==> config.mk <==
export PLATFORM = sky130hd
export DESIGN_NAME = mpe_ram
export DESIGN_NICKNAME = d
export VERILOG_FILES = /design/src/rtl/mpe_ram.sv
export SDC_FILE = /design/constraint.sdc
export NUM_CORES = 1
export LEC_CHECK = 0
export ABC_AREA = 1
export BUFFER_PORTS_ARGS = -buffer_cell sky130_fd_sc_hd__buf_2
export CAP_MARGIN = 10
export CELL_PAD_IN_SITES_DETAIL_PLACEMENT = 0
export CELL_PAD_IN_SITES_GLOBAL_PLACEMENT = 2
export CORE_MARGIN = 4
export CORE_UTILIZATION = 40
export DETAILED_ROUTE_END_ITERATION = 16
export PLACE_DENSITY = 0.86
export SYNTH_ARGS = -nofsm -noshare
export SYNTH_HDL_FRONTEND = slang
export SYNTH_SLANG_ARGS = --single-unit
==> constraint.sdc <==
create_clock -name clock -period 2.71 [get_ports clock]
set_input_delay 0.271 -clock clock [delete_from_list [all_inputs] [get_ports clock]]
set_output_delay 0.271 -clock clock [all_outputs]
set_load 0.005 [all_outputs]
==> src/rtl/mpe_ram.sv <==
// ----------------------------------------------------------------------------
// mpe_ram
// Generic single-write, single-read synchronous RAM with registered read.
// ----------------------------------------------------------------------------
module mpe_ram #(
   parameter int WIDTH = 32,
   parameter int DEPTH = 8
) (
   input  logic                     clock,
   input  logic                     wr_en,
   input  logic [$clog2(DEPTH)-1:0] wr_addr,
   input  logic [WIDTH-1:0]         wr_data,
   input  logic                     rd_en,
   input  logic [$clog2(DEPTH)-1:0] rd_addr,
   output logic [WIDTH-1:0]         rd_data
);

   logic [WIDTH-1:0] mem_ff [DEPTH];
   logic [WIDTH-1:0] rd_data_ff;

   always_ff @(posedge clock) begin
      if (wr_en) begin
         mem_ff[wr_addr] <= wr_data;
      end
      if (rd_en) begin
         rd_data_ff <= mem_ff[rd_addr];
      end
   end

   assign rd_data = rd_data_ff;

endmodule

* Yosys cells after proc, flatten, opt, wreduce, memory -nomap -nowiden
Memories as Yosys holds them, arrays and structs flattened. A register that Yosys moved wholly into a read port is not among the register bits.
Index checks and enable logic that the tools add are counted.
** Word-level totals
- Register bits :: 0
- Memory bits (writable) :: 256
- Bits of input ports :: 41
- Output and inout bits :: 32
- Logic and storage cells :: 3
- Memories :: 1
** Cells by class
- Multiplexer cells :: 2
** Memories
- mem_ff :: depth 8, width 32, read ports 1, clocked after Yosys merged registers in 1, write ports 1, line 18 : logic [WIDTH-1:0] mem_ff [DEPTH];
** Operator list (count)
- $mux 1 :: 2

* Depth between registers and ports, before layout
- Depth after elaboration :: 2
- Depth in mapped cells :: 8
- Mapped depth without buffers :: 6

* Worst setup path before layout
Ideal clock, no wire load.
- Kind :: input port to flip-flop
- Start point :: in wr_addr[0]
- End point :: mem mem_ff[0][0] (enable)
- Setup time :: 421 ps
- Data arrival time :: 1767 ps
- Data required time :: 2289 ps
- Setup slack :: 522 ps
- Stages on the path :: 3
- Path buffers :: 0
- Cells stage by stage :: inv_1 > nand2_1 > nor2_1
** RTL lines
- from (decl) :: line 11 : input logic [$clog2(DEPTH)-1:0] wr_addr,
- to (decl) :: line 18
No word-level cell before the write port.

* Worst setup path after layout
- Start point :: reg rd_data_ff[31], in the netlist rd_data[31] (read register of mem_ff)
- End point :: out rd_data[31]
** RTL lines
- from (decl) :: line 19 : logic [WIDTH-1:0] rd_data_ff;
- to (decl) :: line 15 : output logic [WIDTH-1:0] rd_data
No word-level cell between the ends.

==> flow_summary.toml <==
[run_status]
status = "finished clean"

[timing]
max_freq_ghz = 0.708
finalCritPeriodShare_pct = 52.1
slew_viol_final = 0
tightest_slew_ns = 0.908
setup_slack_ns = 1.30
hold_violations = 0
skew_ns = 0.0144
slew_headroom_pct = 39.5
rsz0062_at_grt = "false"
setup_viol = 0
finalSetupTns_ns = 0
period_minus_slack_ns = 1.41

[logic_synthesis]
synth.avg_cell_area_um2 = 10.5
synth_edf_count = 288
synth_top_family_by_area = "simple AND/OR/NAND/NOR gates"
yosys_register_bits = 288
yosysMostFrequentCell = "nand2_1"
synthFlopType = "edfxtp_1"
synthTopCellsByCount = "nand2_1, edfxtp_1, inv_1, nand3_1, buf_2"
syn_nets = 1197
synth.area.top_cells = "edfxtp_1, nand2_1, inv_1"
async_flop_share_pct = 0
synth_top_area_share_pct = 70.9
yosys.area_share.simple_pct = 18.5
synth_warnings = 0
synth_compound_area_share_pct = 0
synth.area.mux_share_pct = 0
netlist_area_um2 = 12200
ys_seq_area_share_pct = 70.9
synth_cell_types = 11
synth-xor-area-share_pct = 0
synth_top_area_cell = "edfxtp_1"
synthCells = 1156
synthAdderAreaFrac_pct = 0

[placement]
place_area_um2 = 13100
dpl.hpwl_mm = 14.8
place_congestion = 0.721
pre_cts_ws_ns = 0.760
portBuffers = 72

[worst_hold_path]
hold_path.class = "in -> reg"
whs_path_depth = 1

[setup_path]
slowest_delay_ns = 0.43
path_class = "reg -> out"
critPathLaunchType = "flip-flop"
end_kind = "primary output"
r2r_cells = 6
cp.arrival_ns = 1.14
cp_max_fo = 1
worst_ep_required_time_ns = 2.44
critPathTopFamily = "flip-flops"
path_buf_inv = 1
crit_path_top_delay_cell = "edfxtp_1"
path_cells = "buf_2"
cp.depth = 1

[drt]
routed_via_density = 4.49
drc = 0
wl_per_cell_um = 15.8
route.vias.total = 7444
routed_wl_mm = 26.2
drtIter0Drc = 494
drt_first_pass_iters = 5
postRouteAntennaNets = 0

[floorplan]
fp.dieH_um = 183
rows = 63
start_util_pct = 40.8
core_area_um2 = 29900
io_pins = 73
dieWidth_um = 183
dieArea_um2 = 33300

[global_routing]
grt-ovfl-total = 0
grt_usage_pct = 15.8
grt_pass1_wl_mm = 41.5
antenna_found_initial = 0
grt_pass1_vias = 7521
grt_start_max_net_pins = 129

[layout]
fin_nets = 1284
antenna_cells = 0
syn_to_final_growth_pct = 15.7
design_area_um2 = 14100
fill_cells = 2716
layout-drive-gt1-share_pct = 11.7
final_util_pct = 47.2

[clock_network]
htree_levels = 1
insertion_delay_ns = 0.55
numCtsBuffers = 31
cts.repair.resized = 0
post-cts-setup-buffers = 0
clockRootBuffer = "clkbuf_16"
clock-sinks = 288
cts_tree = "done"
cts_buffer_depth = 3
clk_pin_slew_ns = 0.06

[job]
maxCapViolCount = 0

[power]
power_leakage_nw = 6.38
max-vdd-ir-drop_mv = 0.528
p_per_area_nw_per_um2 = 694
[worst paths after layout]
check	start	to	slack [ns]
hold / removal	wr_data[22]	mem_ff[2][22]$_DFFE_PP_	0.01
setup reg to reg	mem_ff[3][18]$_DFFE_PP_	rd_data[18]$_DFFE_PP_	1.66
setup / recovery	rd_data[31]$_DFFE_PP_	rd_data[31]	1.30
hold reg to reg	mem_ff[0][31]$_DFFE_PP_	rd_data[31]$_DFFE_PP_	0.68
[where the power goes]
part	switching, mW	internal [mW]	leakage, nW
Sequential	0.0397	5.09	2.64
Combinational	0.430	0.198	3.25
Clock	1.67	2.37	0.483
Total	2.14	7.65	6.38
[cells by family after synthesis]
| kind of cell | Yosys count |
|---|---|
| flops | 288 |
| simple gates | 558 |
| buf+inv | 310 |
[final cells by class]
type / count / area (µm²) / share of cell area [%]
clock inverter: 21 / 178 / 1.26
inverter: 262 / 985 / 6.98
tap: 390 / 488 / 3.46
sequential: 288 / 8650 / 61.3
multi-input combinational: 558 / 2310 / 16.4
clock buffer: 36 / 795 / 5.63
timing repair buffer: 102 / 696 / 4.93
[state kept, by name, summed over array words and instances, names as in the netlist]
name	flops
rd_data	32
mem_ff	256
[through the flow]
| stage | power (mW) | instances | hold slack (ns) |
|---|---|---|---|
| 2_1_floorplan | 5.58 | 1156 | 0.370 |
| 3_3_place_gp | 5.85 | 1592 | 0.558 |
| 3_5_place_dp | 5.86 | 1592 | 0.562 |
| 4_1_cts | 9.90 | 1657 | 0.00180 |
| 5_1_grt | 10.2 | 1657 | 0.00969 |
| 6_report | 9.79 | 1657 | 0.0148 |
[what timing repair did]
action                     in CTS  in global routing
setup endpoints to repair       0                  0
hold endpoints to repair       58                  0
hold buffers                    8                  0
[cell usage in the layout (no fill, tap or decap)]
cell type      instances
nand2_1              422
edfxtp_1             288
inv_1                260
nand3_1              128
buf_2                 71
clkbuf_16             31
buf_4                 16
clkinv_2               9
nor2_4                 8
clkinv_1               8
dlygate4sd3_1          8
buf_12                 7
clkbuf_1               5
bufinv_16              3
inv_2                  1
inv_6                  1
clkinv_4               1
[layer usage]
metal  GRT usage, %  wire length (µm)  vias up
met1           21.8             12100     3471
met5              0                 0        -
li1               -                 -     3789
met2           26.7             12600      142
met4           3.57               463        0
met3           2.33              1090       42
Note: power is estimated with default switching activity, not from simulation.
