## src/rtl/mpe_pkg.sv

```systemverilog
// ----------------------------------------------------------------------------
// mpe_pkg
// Shared types and constants of the multilinear polynomial evaluator.
// ----------------------------------------------------------------------------
package mpe_pkg;

   localparam int DATA_W      = 32;
   localparam int PROD_W      = 2 * DATA_W;
   localparam int STORE_DEPTH = 8;
   localparam int STORE_AW    = 3;

   localparam int DIM_DEFAULT  = 3;
   localparam int FRAC_DEFAULT = 16;

   // Clamp limits of a signed data word, held at product width
   localparam logic signed [PROD_W-1:0] WORD_MAX = PROD_W'(64'sd2147483647);
   localparam logic signed [PROD_W-1:0] WORD_MIN = -PROD_W'(64'sd2147483648);

   // Item function codes
   localparam logic FUNC_LOAD = 1'b0;
   localparam logic FUNC_EVAL = 1'b1;

   typedef struct packed {
      logic                     func;
      logic [STORE_AW-1:0]      coef_index;
      logic signed [DATA_W-1:0] coef_value;
      logic signed [DATA_W-1:0] coord_0;
      logic signed [DATA_W-1:0] coord_1;
      logic signed [DATA_W-1:0] coord_2;
   } mpe_req_type;

   typedef struct packed {
      logic signed [DATA_W-1:0] interpolated;
      logic                     overflow;
   } mpe_rsp_type;

   // Control that travels with one term down the datapath
   typedef struct packed {
      logic valid;
      logic first;
      logic last;
      logic ovf;
   } mpe_stage_type;

endpackage

```

## src/rtl/mpe_term_unit.sv

```systemverilog
// ----------------------------------------------------------------------------
// mpe_term_unit
// Builds the coordinate product of one term per cycle from the saved
// product of its parent term (the same index with the top axis bit cleared).
// ----------------------------------------------------------------------------
module mpe_term_unit import mpe_pkg::*; #(
   parameter int DIM       = DIM_DEFAULT,
   parameter int FRAC_BITS = FRAC_DEFAULT
) (
   input  logic                     clock,
   input  logic                     reset,
   input  mpe_stage_type            ctrl_in,
   input  logic [DIM-1:0]           term_idx,
   input  logic signed [DATA_W-1:0] coords [DIM],
   output mpe_stage_type            ctrl_out,
   output logic signed [DATA_W-1:0] prod_out
);

   localparam int NTERMS = 1 << DIM;
   localparam logic signed [DATA_W-1:0] ONE = DATA_W'(1) << FRAC_BITS;

   logic signed [DATA_W-1:0] partial_ff [NTERMS];
   logic signed [DATA_W-1:0] prod_ff;
   mpe_stage_type            ctrl_ff;

   logic [DIM-1:0]           top_mask;
   logic [DIM-1:0]           parent_idx;
   logic signed [DATA_W-1:0] axis_coord;
   logic signed [DATA_W-1:0] parent_prod;
   logic signed [PROD_W-1:0] raw_prod;
   logic signed [PROD_W-1:0] shifted;
   logic signed [DATA_W-1:0] prod_in;
   logic                     sat_in;

   always_comb begin
      top_mask   = '0;
      axis_coord = '0;
      // keep the highest set axis bit of the term
      for (int j = 0; j < DIM; j++) begin
         if (term_idx[j]) begin
            top_mask    = '0;
            top_mask[j] = 1'b1;
            axis_coord  = coords[j];
         end
      end
      parent_idx  = term_idx & ~top_mask;
      parent_prod = partial_ff[parent_idx];
      raw_prod    = PROD_W'(parent_prod) * PROD_W'(axis_coord);
      shifted     = raw_prod >>> FRAC_BITS;
      sat_in      = 1'b0;
      if (term_idx == '0) begin
         prod_in = ONE;
      end else if (shifted > WORD_MAX) begin
         prod_in = WORD_MAX[DATA_W-1:0];
         sat_in  = 1'b1;
      end else if (shifted < WORD_MIN) begin
         prod_in = WORD_MIN[DATA_W-1:0];
         sat_in  = 1'b1;
      end else begin
         prod_in = shifted[DATA_W-1:0];
      end
   end

   always_ff @(posedge clock) begin
      if (reset) begin
         ctrl_ff <= '0;
      end else begin
         ctrl_ff <= '{valid: ctrl_in.valid,
                      first: ctrl_in.first,
                      last:  ctrl_in.last,
                      ovf:   ctrl_in.valid & sat_in};
      end
   end

   always_ff @(posedge clock) begin
      if (ctrl_in.valid) begin
         partial_ff[term_idx] <= prod_in;
         prod_ff              <= prod_in;
      end
   end

   assign ctrl_out = ctrl_ff;
   assign prod_out = prod_ff;

endmodule

```

## config.mk

```make
export PLATFORM = sky130hd
export DESIGN_NAME = mpe_term_unit
export DESIGN_NICKNAME = d
export VERILOG_FILES = /design/src/rtl/mpe_pkg.sv /design/src/rtl/mpe_term_unit.sv
export SDC_FILE = /design/constraint.sdc
export NUM_CORES = 2
export LEC_CHECK = 0
export BUFFER_PORTS_ARGS = -buffer_cell sky130_fd_sc_hd__buf_2
export CAP_MARGIN = 25
export CORE_MARGIN = 2
export CORE_UTILIZATION = 60
export DETAILED_ROUTE_END_ITERATION = 6
export PLACE_DENSITY = 0.74
export SLEW_MARGIN = 20
export SYNTH_ARGS = -nofsm -noshare
export SYNTH_HDL_FRONTEND = slang
export SYNTH_SLANG_ARGS = --single-unit
```

## constraint.sdc

```tcl
create_clock -name clock -period 15.2 [get_ports clock]
set_input_delay 1.52 -clock clock [delete_from_list [all_inputs] [get_ports clock]]
set_output_delay 1.52 -clock clock [all_outputs]
set_load 0.1 [all_outputs]
```

# Word level (Yosys, flattened, before mapping)
# Memories as Yosys holds them, arrays and structs flattened.
# Index checks and enable logic that the tools add are counted.
# Widths: inputs -> output; s select.
# classes
n_bitwise	3
reduce_logical	1
muxes	14
order_cmp	2
n_mul	1
# op_table
operator	count
$mux 32	6
$mul 32x32->64	1
$gt 48x32->1 const B	1
$lt 48x32->1 const B	1
$mux 1	6
$and 3x3->3	1
$logic_not 3->1	1
$mux 3	1
$not 3->3	1
$mux 2	1
$and 1x1->1	1
# word_totals
input_bits	105
output_inout_bits	36
reg_bits	36
mem_count	1
word_cells	27
ramBits	256
# mem_list
memory	words	width	read_ports	rd_clocked_by_memory_dff	write_ports	line	source
partial_ff	8	32	1	0	1	mpe_term_unit.sv:22	logic signed [DATA_W-1:0] partial_ff [NTERMS];

# Depth between registers and ports, before layout
# An unclocked memory read counts as a cell.
# depth
depth_word	12
ltp_mapped	38
depth_no_buf	32

# Worst setup path after synthesis
# OpenSTA, ideal clock, no wires.
# synth_path
kind	input to register
from	in term_idx[2]
to	mem partial_ff[0][15] (data pin)
arrival_ns	11.221
setup_ns	0.298
path_buffers	8
required_ns	14.902
path_stages	36
path_slack_ns	3.681
cell_sequence	buf_2 clkbuf_1 clkbuf_1 clkbuf_1 clkbuf_1 o21a_1 clkbuf_1 nor2_1 fa_1 inv_1 fa_1 inv_1 fa_1 fa_1 inv_1 fa_1 inv_1 fa_1 inv_1 fa_1 inv_1 fa_1 ha_1 clkbuf_1 nand4_1 nor4_1 nand4_1 or3_1 o32a_1 nand2_1 a21oi_1 xor2_1 nand4_1 o41ai_2 buf_4 o311ai_1
# synth_between
elab_chain_cells	9
elab_cells_between_ends	12
classes_between	1 x mul; 2 x order compare; 5 x mux; 2 x bitwise; 1 x reduce/logical; 1 x memory
# synth_rtl
element	line	source
start, declared	mpe_term_unit.sv:13	input logic [DIM-1:0] term_idx,
$mux 3	mpe_term_unit.sv:40	if (term_idx[j]) begin
$not 3->3	mpe_term_unit.sv:46	parent_idx = term_idx & ~top_mask;
$and 3x3->3	mpe_term_unit.sv:46	
$mem_v2 8x32	--	
$mul 32x32->64	mpe_term_unit.sv:48	raw_prod = PROD_W'(parent_prod) * PROD_W'(axis_coord);
$lt 48x32->1	mpe_term_unit.sv:56	end else if (shifted < WORD_MIN) begin
$mux 32	mpe_term_unit.sv:56	
$mux 32	mpe_term_unit.sv:53	end else if (shifted > WORD_MAX) begin
$mux 32 (*)	mpe_term_unit.sv:51	if (term_idx == '0) begin
via prod_in[15]	mpe_term_unit.sv:32	logic signed [DATA_W-1:0] prod_in;
end, declared	mpe_term_unit.sv:22	
# The timed path passes the listed nets; every way through them passes the cells marked *.

# Final worst setup path
# layout_path
from	in term_idx[0]
to	mem partial_ff[2][3] (data pin)
# layout_between
elab_chain_cells	11
elab_cells_between_ends	16
classes_between	1 x mul; 2 x order compare; 9 x mux; 2 x bitwise; 1 x reduce/logical; 1 x memory
# layout_rtl
element	line
$mux 1	mpe_term_unit.sv:40
$mux 2	mpe_term_unit.sv:40
$mux 3	mpe_term_unit.sv:40
$not 3->3	mpe_term_unit.sv:46
$and 3x3->3	mpe_term_unit.sv:46
$mem_v2 8x32	--
$mul 32x32->64	mpe_term_unit.sv:48
$lt 48x32->1	mpe_term_unit.sv:56
$mux 32	mpe_term_unit.sv:56
$mux 32	mpe_term_unit.sv:53
$mux 32 (*)	mpe_term_unit.sv:51
via prod_in[3]	mpe_term_unit.sv:32
# Marked as above.

==> run metrics <==
CTS sink cnt approximately 160; Slew @ Worst Pin 1.075 ns; Placer Congestion ~1; CP required around 15 ns; vias per cell between 6 and 7; die width 274.3 um; Syn Area/Cell 9.276 um2; CP Data Arrival Time around 14 ns; Synth Cell Area 43,840 um2; Top cell by count, worst path fa_1; GRT Total Usage 0.3996; post-synthesis xor/xnor area fraction 0.01079; CP startpoint kind input pin; most frequent cell after synthesis fa_1; EDFF count, synth 160; final setup fails 0; Core Box Area 72,590 um2; crit-path leading delay family adder cells; Worst Path Buf+Inv 7; WL/cell between 20 and 30 um; Area Overhead vs Synth 6.108%; synth warn 0; reg-to-reg setup timing slack between 3 and 4 ns; via count around 35,000; sequential fraction of the synthesis area 0.1114; simple-gate share of the synthesized area 0.1427; initial antenna violation count 0; layout cells sized above 1 0.07676; critical path's largest stage delay between 1 and 1.5 ns; most area-hungry cell type in the Yosys netlist fa_1; worst-path maximum fanout 30; Post-Synth Adder-Cell Area 0.5450; RSZ-0062 raised after global routing false; post-DP HPWL approximately 120,000 um; multiplexer share of the synthesized area 0.008305; TNS Setup 0 ns; CTS Buf Count 17; largest family of logic cells by synthesized area adder cells; H-Tree Depth 4; DRT iter0 DRCs 3,209; clk_skew between 0.006 and 0.007 ns; site row count 99; post-route ant nets 0; worst-skew pair later-pin latency between 0.4 and 0.5 ns; Final period util 0.8903; FMAX around 0.074 GHz; ys flop type edfxtp_1; CTS tree done; die area ~75,000 um2; number of global-route vias before repair 36,140; I/O pins 141; Final min period between 10 and 15 ns; syn nets between 6,000 and 7,000; Commonest cells post-synth fa_1, inv_1, nand2_1, nor2_1, clkbuf_1; crit path capture type register; Root Driver clkbuf_16; Port Buf Inserts about 140; hold_buf cts 0; Gate Count Post-Synth 4,726; Worst Setup Path Type input pin to register; #FFs+latches synth between 150 and 200; drt first pass iters 6; Bufs on Longest Clock Path 2; largest net degree at the start of global routing 90; max_cap viols 0; distinct cell type count after synthesis 80; Worst-path clk slew 0.07 ns; nets@finish 6,108; PostCTS Resize Cnt 0; Max Slew Vio Count 0; Async SR Flop Fraction 0; Total Wirelength ~140,000 um; Starting Density 0.6040; Die Y 274.3 um; post-synth top area share 0.4936; Slew headroom 0.2816; Post-CTS Setup Inserts 0; CP max stage cell fa_1; largest cells by area after synthesis fa_1, edfxtp_1, inv_1; status completed; Hold WS ~1.3 ns; Worst Hold Class input pin to register; compound-cell area share of the yosys netlist 0.07663; first-pass GRT wire length 219,100 um; # DRC 0; Final Hold Violating Endpoints 0; GR Overflow Total 0
-- metal layers --
metal / global-route usage / vias to the layer above / share of wire
met1: 0.5198 / 17760 / 0.37
met5: 0 / - / 0
met2: 0.6128 / 2064 / 0.45
li1: - / 14470 / -
met3: 0.09458 / 437 / 0.11
met4: 0.2424 / 0 / 0.073
-- kinds of logic (layout without fill, tap and decap cells) --
family,after synthesis,after routing
and+or+nand+nor,1496,1496
muxes,35,35
other,0,3
DFF,164,164
AOI/OAI and AO/OA,508,508
adders and majority gates,1261,1261
xor gates and xnor gates,54,54
buffers and inverters,1208,1237
-- final timing paths --
kind | start | to | cells after the start
worst min-delay path | reset | ctrl_out[2] | 2
worst min register to register | partial_ff[2][0] | prod_out[2] | 7
worst max register to register | partial_ff[3][31] | partial_ff[2][3] | 30
worst max-delay path | term_idx[0] | partial_ff[2][3] | 30
-- placed cells by master (no fill, tap or decap), types with 8 or more instances in the layout --
cell       count
nand3_1       25
a22o_1        12
nor2_1       589
and4_1        11
xor2_1        20
fa_1        1081
o21a_1        40
o311ai_1      17
ha_1         180
a22oi_1       42
o211ai_1      15
o21ai_2       15
buf_2        137
o21ai_1       16
buf_8         12
nor2b_1        9
a21oi_1      114
clkbuf_16     17
o21ai_0       80
mux2i_1       24
buf_4        119
edfxtp_1     160
o22ai_1       20
nor3_1        28
a21o_1        42
nand2b_1      30
inv_1        932
mux2_2        11
and3_1        12
a31oi_1       13
xnor2_1       32
o21bai_1       8
nor4_1         8
and2_1        28
nand4_1       64
nand2_1      658
-- flip-flops by register name, indices dropped and copies added (netlist names) --
name and flops:
ctrl_out 4, prod_out 32, partial_ff 128
-- per-stage QoR --
stage / utilization / cells / worst slack (ns) / instance area (um2)
3_5_place_dp: 0.6320 / 5678 / 1.547 / 45870
6_report: 0.6408 / 5717 / 1.668 / 46520
5_1_grt: 0.6407 / 5714 / 1.374 / 46510
2_1_floorplan: - / 4726 / 3.681 / 43840
4_1_cts: 0.6398 / 5710 / 1.959 / 46440
3_3_place_gp: 0.6296 / 5667 / 1.733 / 45700
-- worst reg2reg max path, delay by kind of cell (launching register included) --
family	cells	cell delay, ns
and+or+nand+nor	6	1.36
DFF	1	0.33
adders and majority gates	9	5.30
muxes	1	0.07
AOI/OAI and AO/OA	8	3.28
buffers and inverters	6	1.24
-- area by class of cell --
class                      count  area [um2]
antenna                        3       7.507
fill                        5987       26070
clock buffer                  18       429.2
timing repair buffer         273        1841
sequential                   164        4885
tap                          959        1200
inverter                     932        3498
clock inverter                14       138.9
multi-input combinational   3354       34520
Power is not shown: default switching activity piles up to over one toggle a cycle in this logic, so the estimate is an artifact.
