==> config.mk <==
export PLATFORM = sky130hd
export DESIGN_NAME = mpe_mac_flat
export DESIGN_NICKNAME = d
export VERILOG_FILES = /design/src/rtl/mpe_pkg.sv /design/src/rtl/mpe_rsp_if.sv /design/src/rtl/mpe_mac.sv /design/src/flat_wrapper.sv
export SDC_FILE = /design/constraint.sdc
export NUM_CORES = 2
export LEC_CHECK = 0
export BUFFER_PORTS_ARGS = -buffer_cell sky130_fd_sc_hd__buf_2
export CORE_ASPECT_RATIO = 2
export CORE_MARGIN = 5
export CORE_UTILIZATION = 25
export DETAILED_ROUTE_END_ITERATION = 8
export PLACE_DENSITY = 0.36
export SYNTH_ARGS = -nofsm -noshare
export SYNTH_HDL_FRONTEND = slang
export SYNTH_SLANG_ARGS = --single-unit
==> constraint.sdc <==
create_clock -name clock -period 29.3 [get_ports clock]
set_clock_uncertainty 0.1 [all_clocks]
set_input_delay 8.79 -clock clock [delete_from_list [all_inputs] [get_ports clock]]
set_output_delay 8.79 -clock clock [all_outputs]
set_load 0.02 [all_outputs]
==> src/rtl/mpe_pkg.sv <==
// ----------------------------------------------------------------------------
// mpe_pkg
// Shared types and constants of the multilinear polynomial evaluator.
// ----------------------------------------------------------------------------
package mpe_pkg;

   localparam int DATA_W      = 32;
   localparam int PROD_W      = 2 * DATA_W;
   localparam int STORE_DEPTH = 8;
   localparam int STORE_AW    = 3;

   localparam int DIM_DEFAULT  = 3;
   localparam int FRAC_DEFAULT = 16;

   // Clamp limits of a signed data word, held at product width
   localparam logic signed [PROD_W-1:0] WORD_MAX = PROD_W'(64'sd2147483647);
   localparam logic signed [PROD_W-1:0] WORD_MIN = -PROD_W'(64'sd2147483648);

   // Item function codes
   localparam logic FUNC_LOAD = 1'b0;
   localparam logic FUNC_EVAL = 1'b1;

   typedef struct packed {
      logic                     func;
      logic [STORE_AW-1:0]      coef_index;
      logic signed [DATA_W-1:0] coef_value;
      logic signed [DATA_W-1:0] coord_0;
      logic signed [DATA_W-1:0] coord_1;
      logic signed [DATA_W-1:0] coord_2;
   } mpe_req_type;

   typedef struct packed {
      logic signed [DATA_W-1:0] interpolated;
      logic                     overflow;
   } mpe_rsp_type;

   // Control that travels with one term down the datapath
   typedef struct packed {
      logic valid;
      logic first;
      logic last;
      logic ovf;
   } mpe_stage_type;

endpackage

==> src/rtl/mpe_rsp_if.sv <==
// ----------------------------------------------------------------------------
// mpe_rsp_if
// Response channel: valid/ready handshake with an evaluator result word.
// ----------------------------------------------------------------------------
interface mpe_rsp_if import mpe_pkg::*; ();

   logic        valid;
   logic        ready;
   mpe_rsp_type data;

   modport source (output valid, output data, input ready);
   modport sink (input valid, input data, output ready);

endinterface

==> src/rtl/mpe_mac.sv <==
// ----------------------------------------------------------------------------
// mpe_mac
// Multiplies each term product by its coefficient, accumulates the terms
// wide and saturates the final sum into the result register.
// ----------------------------------------------------------------------------
module mpe_mac import mpe_pkg::*; #(
   parameter int FRAC_BITS = FRAC_DEFAULT
) (
   input  logic                     clock,
   input  logic                     reset,
   input  mpe_stage_type            ctrl_in,
   input  logic signed [DATA_W-1:0] prod_in,
   input  logic signed [DATA_W-1:0] coef_in,
   output logic                     done,
   mpe_rsp_if.source                rsp_chan
);

   mpe_stage_type            ctrl_b_ff;
   logic signed [PROD_W-1:0] mul_ff;
   logic signed [PROD_W-1:0] acc_ff;
   logic                     ovf_acc_ff;
   logic                     rsp_valid_ff;
   mpe_rsp_type              rsp_data_ff;

   logic signed [PROD_W-1:0] mul_raw;
   logic signed [PROD_W-1:0] mul_in;
   logic signed [PROD_W-1:0] acc_in;
   logic                     ovf_acc_in;
   logic signed [DATA_W-1:0] sum_sat;
   logic                     sum_ovf;

   always_comb begin
      mul_raw    = PROD_W'(prod_in) * PROD_W'(coef_in);
      mul_in     = mul_raw >>> FRAC_BITS;
      acc_in     = ctrl_b_ff.first ? mul_ff : acc_ff + mul_ff;
      ovf_acc_in = (ctrl_b_ff.first ? 1'b0 : ovf_acc_ff) | ctrl_b_ff.ovf;
      sum_ovf    = 1'b0;
      if (acc_in > WORD_MAX) begin
         sum_sat = WORD_MAX[DATA_W-1:0];
         sum_ovf = 1'b1;
      end else if (acc_in < WORD_MIN) begin
         sum_sat = WORD_MIN[DATA_W-1:0];
         sum_ovf = 1'b1;
      end else begin
         sum_sat = acc_in[DATA_W-1:0];
      end
   end

   always_ff @(posedge clock) begin
      if (reset) begin
         ctrl_b_ff    <= '0;
         rsp_valid_ff <= 1'b0;
      end else begin
         ctrl_b_ff <= ctrl_in;
         if (ctrl_b_ff.valid && ctrl_b_ff.last) begin
            rsp_valid_ff <= 1'b1;
         end else if (rsp_chan.ready) begin
            rsp_valid_ff <= 1'b0;
         end
      end
   end

   always_ff @(posedge clock) begin
      if (ctrl_in.valid) begin
         mul_ff <= mul_in;
      end
      if (ctrl_b_ff.valid) begin
         acc_ff     <= acc_in;
         ovf_acc_ff <= ovf_acc_in;
         if (ctrl_b_ff.last) begin
            rsp_data_ff.interpolated <= sum_sat;
            rsp_data_ff.overflow     <= ovf_acc_in | sum_ovf;
         end
      end
   end

   assign done           = ctrl_b_ff.valid & ctrl_b_ff.last;
   assign rsp_chan.valid = rsp_valid_ff;
   assign rsp_chan.data  = rsp_data_ff;

endmodule

==> src/flat_wrapper.sv <==
// flat-port wrapper written by rule: the top's interface ports become plain ports
module mpe_mac_flat import mpe_pkg::*;
#(
   parameter int FRAC_BITS = FRAC_DEFAULT
)
  (clock, reset, ctrl_in, prod_in, coef_in, done, rsp_chan_valid, rsp_chan_data, rsp_chan_ready);
  mpe_rsp_if rsp_chan_i ();
  input  logic clock;
  input  logic reset;
  input  mpe_stage_type ctrl_in;
  input  logic signed [DATA_W-1:0] prod_in;
  input  logic signed [DATA_W-1:0] coef_in;
  output logic done;
  output wire logic [$bits(rsp_chan_i.valid)-1:0] rsp_chan_valid;
  output wire logic [$bits(rsp_chan_i.data)-1:0] rsp_chan_data;
  input wire logic [$bits(rsp_chan_i.ready)-1:0] rsp_chan_ready;
  assign rsp_chan_valid = rsp_chan_i.valid;
  assign rsp_chan_data = rsp_chan_i.data;
  assign rsp_chan_i.ready = rsp_chan_ready;
  mpe_mac #(.FRAC_BITS(FRAC_BITS)) u_core (.clock(clock), .reset(reset), .ctrl_in(ctrl_in), .prod_in(prod_in), .coef_in(coef_in), .done(done), .rsp_chan(rsp_chan_i));
endmodule
# Word level (Yosys, flattened, before mapping)
# Index checks and enable logic that the tools add are counted.
[totals] reg_bits=151 output_inout_bits=35 wordCells=27
[op_classes] n_addsub=1 multipliers=1 magnitude_cmp=2 muxes=7 bitwise=3 n_reduce_logical=3
[ops] operator="adder 64 x 48 -> 64 bit" n=1
[ops] operator="> comparator 64 x 32 -> 1 bit (second input constant)" n=1
[ops] operator="< comparator 64 x 32 -> 1 bit (second input constant)" n=1
[ops] operator="multiplier 32 x 32 -> 64 bit" n=1
[ops] operator="2-to-1 mux 64 bit" n=1
[ops] operator="2-to-1 mux 32 bit" n=1
[ops] operator="2-to-1 mux 1 bit" n=5
[ops] operator="bitwise OR 1 bit" n=2
[ops] operator="AND reduction 2 bit" n=1
[ops] operator="nonzero test 2 bit" n=1
[ops] operator="AND 1 bit" n=1
[ops] operator="logical AND 1 bit" n=1

# Depth between registers and ports, before layout
[depth] word_depth=6 ltp_mapped=30 depth_no_buf=28

# Worst setup path before layout
# Ideal clock, no wire load.
[synth_timing] path_type="input -> register" from="input port prod_in[31]" to="register u_core.mul_ff[47] (netlist name)" arrival_ps=16382 required_time_ps=28940 setup_slack_ps=12559 path_stages=29 path_buffers=2 path_cell_list="clkbuf_1 > nand2_1 > inv_1 > fa_1 > inv_1 > fa_1 > inv_1 > fa_1 > fa_1 > inv_1 > fa_1 > inv_1 > fa_1 > fa_1 > fa_1 > ha_1 > clkbuf_1 > a21o_1 > a21o_1 > a21o_1 > a21o_1 > a21o_1 > a21o_1 > a21oi_1 > o41ai_1 > a221oi_1 > inv_1 > a21oi_1 > xnor2_1"
[synth_between] elab_chain_len=1
[synth_lines] element="start, declared" line_no="flat_wrapper.sv:11" rtl="input logic signed [DATA_W-1:0] prod_in;"
[synth_lines] element="multiplier 32 x 32 -> 64 bit" line_no="mpe_mac.sv:33" rtl="mul_raw = PROD_W'(prod_in) * PROD_W'(coef_in);"
[synth_lines] element="net u_core.mul_raw[63]" line_no="mpe_mac.sv:25" rtl="logic signed [PROD_W-1:0] mul_raw;"
# The timed path passes the listed nets, and every way through them passes these cells.
# A chain may end at the register's enable or synchronous reset.

# Worst setup path after layout
[layout_timing] from="input port coef_in[6]" to="register u_core.mul_ff[45], data pin"
[layout_between] elab_chain_len=1
[layout_lines] element="start, declared" line_no="flat_wrapper.sv:12" rtl="input logic signed [DATA_W-1:0] coef_in;"
[layout_lines] element="multiplier 32 x 32 -> 64 bit" line_no="mpe_mac.sv:33"
[layout_lines] element="net u_core.mul_raw[61]" line_no="mpe_mac.sv:25"
[layout_lines] element="end signal, assigned" line_no="mpe_mac.sv:65" rtl="mul_ff <= mul_in;"
[layout_lines] element="end, declared" line_no="mpe_mac.sv:19" rtl="logic signed [PROD_W-1:0] mul_ff;"
# The timed path passes the listed nets, and every way through them passes these cells.

==> flow_metrics.py <==
metrics = {
    "sta": {
        "period_needed_ps": 17430,
        "final_max_slew_viol_count": 0,
        "clock.fmax_mhz": 57.36,
        "max_slew_margin_pct": 27.73,
        "tightest_slew_ps": 1084,
        "hold_violations": 0,
        "period_share_pct": 59.50,
        "tns_ps": 0,
        "setup_violations": 0,
        "rsz0062_at_grt": "no",
    },
    "clock_network": {
        "cts_setup_buffers": 0,
        "clk_path_buf_depth": 2,
        "htreeDepth": 4,
        "worstSkewPairLatency_ps": 490,
        "cts-buffers-inserted": 17,
        "clock-sinks": 151,
        "cts_resized": 0,
        "cts_tree": "built",
        "clockRootBuffer": "clkbuf_16",
        "ctsHoldBuffers": 0,
        "path_clk_slew_ps": 70,
    },
    "worst_setup_path": {
        "cp-startpoint": "coef_in[6]",
        "critPathRequiredTime_ps": 29450,
        "worstReg2RegStart": "u_core.mul_ff[47]$_DFFE_PP_",
        "ff2ff_path_depth": 12,
        "regToRegEndpoint": "u_core.rsp_chan.data[25]$_SDFFCE_PP1P_",
        "start_kind": "input pin",
        "arrival_ps": 17590,
        "path_class": "input pin to flip-flop",
        "endpoint_kind": "flip-flop",
        "r2r_slack_ps": 23280,
        "critPathCapture": "u_core.mul_ff[45]$_DFFE_PP_",
        "worst-path-max-fanout": 32,
    },
    "routing": {
        "routed.top_layer": "met5",
        "antenna_left": 0,
        "drt-initial-drc-count": 1374,
        "drc_errors": 0,
        "wire_per_inst_um": 23.12,
        "avgViaCountPerCell": 4.639,
        "vias": 33209,
        "met2_length_mm": 103.9,
        "first_pass_iters": 5,
        "met3_length_mm": 2.636,
        "wirelength_met1_mm": 51.96,
        "totalWireLength_mm": 165.5,
    },
    "finish": {
        "synthToLayoutAreaGrowth_pct": 7.557,
        "final_cell_mix": "fa_1, inv_1, nand2_1, and2_1, ha_1",
        "nNetsFinal": 6189,
        "drive_gt1_share_pct": 4.557,
        "final_common_cell": "fa_1",
    },
    "floorplan": {
        "core_mm2": 0.1825,
        "die_area_mm2": 0.1923,
        "die_w_um": 312.6,
        "dieHeight_um": 615.2,
        "io_pins": 106,
        "rows": 222,
        "initial_utilization_pct": 25.09,
    },
    "placed_design": {
        "portBuffers": 105,
        "gp_congestion": 0.8208,
        "hpwl_mm": 137.6,
    },
    "logic_synthesis": {
        "syn_area_mm2": 0.04578,
        "synth_top_area_share_pct": 47.31,
        "yosysWarnings": 0,
        "synth_seq_cells": 151,
        "synth_top_area_cell": "fa_1",
        "synth_edf_count": 146,
        "yosysUniqueCellTypes": 85,
        "synth.area.top_cells": "fa_1, edfxtp_1, inv_1",
        "synth_seq_area_share_pct": 9.795,
        "syn_area_per_cell_um2": 9.385,
        "postSynth.asyncResetShare_pct": 0,
        "syn_inst": 4878,
        "syn-num-nets": 6274,
        "synth_flop_cell": "edfxtp_1",
    },
    "global_routing": {
        "grt_usage_pct": 17.30,
        "first_global_vias": 38500,
        "grt_pass1_wl_mm": 247.1,
        "antenna_found_initial": 11,
        "grt_max_degree": 67,
        "overflow": 0,
    },
    "outcome": {
        "status": "complete, no violations",
    },
    "min_path": {
        "hold_path_class": "flip-flop to flip-flop",
    },
    "job": {
        "drv_cap": 0,
    },
}
registers in the layout, indices dropped and copies added, names as in the netlist:
signal and cells:
u_core.acc_ff 64, u_core.ctrl_b_ff 4, u_core.mul_ff 48, u_core.ovf_acc_ff 1, u_core.rsp_chan.data 33, u_core.rsp_chan.valid 1
through the flow:
stage	setup WS (ps)	cells	utilization [%]	cell area [µm²]	hold slack (ps)
2_1_floorplan	12560	4878	-	45780	399.3
3_3_place_gp	11250	7126	26.65	48630	366.0
3_5_place_dp	11260	7126	26.65	48630	378.7
4_1_cts	11770	7158	26.98	49240	394.5
5_1_grt	11380	7158	26.98	49240	436.9
6_report	11870	7159	26.98	49240	390.3
cells by family (layout without fill, tap and decap cells):
| group | Yosys count | after routing | share of synthesized area (%) |
|---|---|---|---|
| AOI/OAI and AO/OA | 497 | 497 | 6.980 |
| xor gates and xnor gates | 104 | 104 | 1.990 |
| adders and majority gates | 1325 | 1325 | 53.96 |
| buffers and inverters | 1258 | 1186 | 10.39 |
| DFF | 151 | 151 | 9.795 |
| muxes | 16 | 16 | 0.3744 |
| other | 0 | 1 | 0 |
| and+or+nand+nor | 1527 | 1527 | 16.51 |
critical path, stage by stage:
cell and delay, ps:
buf_2 570, nand2_1 200, inv_1 130, fa_1 490, inv_1 170, fa_1 440, inv_1 220, fa_1 500
fa_1 990, inv_1 390, fa_1 570, inv_1 60, fa_1 550, fa_1 440, fa_1 470, ha_1 400
a21o_1 190, a21oi_1 180, o21ai_0 110, a21o_1 190, a21o_1 170, a211oi_1 230, o31ai_1 220, a221oi_1 480
o21ai_0 170, nor2_1 130, xnor2_1 70
final cells by class:
class	instances	area (µm²)
diodes	1	2.502
clock buffers	20	436.7
clock inverters	12	168.9
fillers	19503	133300
inverters	999	3750
multi-input cells	3469	36550
flip-flops and latches	151	4492
well taps	2352	2943
repair buffers	155	900.9
metal layers:
metal | track usage (%) | up-vias
met2 | 38.33 | 530
li1 | - | 14651
met1 | 15.97 | 17821
met4 | 6.033 | 4
met3 | 0.9465 | 203
met5 | 0 | -
cell usage after synthesis, types with 5 or more instances:
cell type  number
fa_1         1082
inv_1         999
nand2_1       686
and2_1        513
ha_1          243
clkbuf_1      235
edfxtp_1      146
a21oi_1       133
o21ai_0       133
nor2_1        116
xnor2_1        65
a21o_1         60
nor3_1         50
nand4_1        40
xor2_1         39
nand3_1        24
a211oi_1       22
buf_2          19
nand2b_1       15
nor2b_1        15
and3_1         14
o21bai_1       14
o211ai_1       13
o21a_1         13
a31oi_1        12
and4_1         11
o31ai_1        11
a221oi_1       10
a221o_1         9
mux2_2          9
or3_1           8
a41oi_1         7
mux2i_1         7
nor4_1          7
o21ai_1         6
a22oi_1         5
dfxtp_1         5
how the worst min path moves through the flow:
stage	start	endpoint	slack [ps]	cells past startpoint
2_1_floorplan	u_core.ctrl_b_ff[0]$_SDFF_PP0_	u_core.ovf_acc_ff$_DFFE_PP_	400	1
3_3_place_gp	u_core.rsp_chan.valid$_SDFFE_PP0P_	u_core.rsp_chan.valid$_SDFFE_PP0P_	370	2
3_5_place_dp	u_core.rsp_chan.valid$_SDFFE_PP0P_	u_core.rsp_chan.valid$_SDFFE_PP0P_	380	2
4_1_cts	u_core.rsp_chan.valid$_SDFFE_PP0P_	u_core.rsp_chan.valid$_SDFFE_PP0P_	390	2
5_1_grt	u_core.rsp_chan.valid$_SDFFE_PP0P_	u_core.rsp_chan.valid$_SDFFE_PP0P_	440	2
6_report	u_core.rsp_chan.valid$_SDFFE_PP0P_	u_core.rsp_chan.valid$_SDFFE_PP0P_	390	2
Power is not shown: default switching activity piles up to over one toggle a cycle in this logic, so the estimate is an artifact.
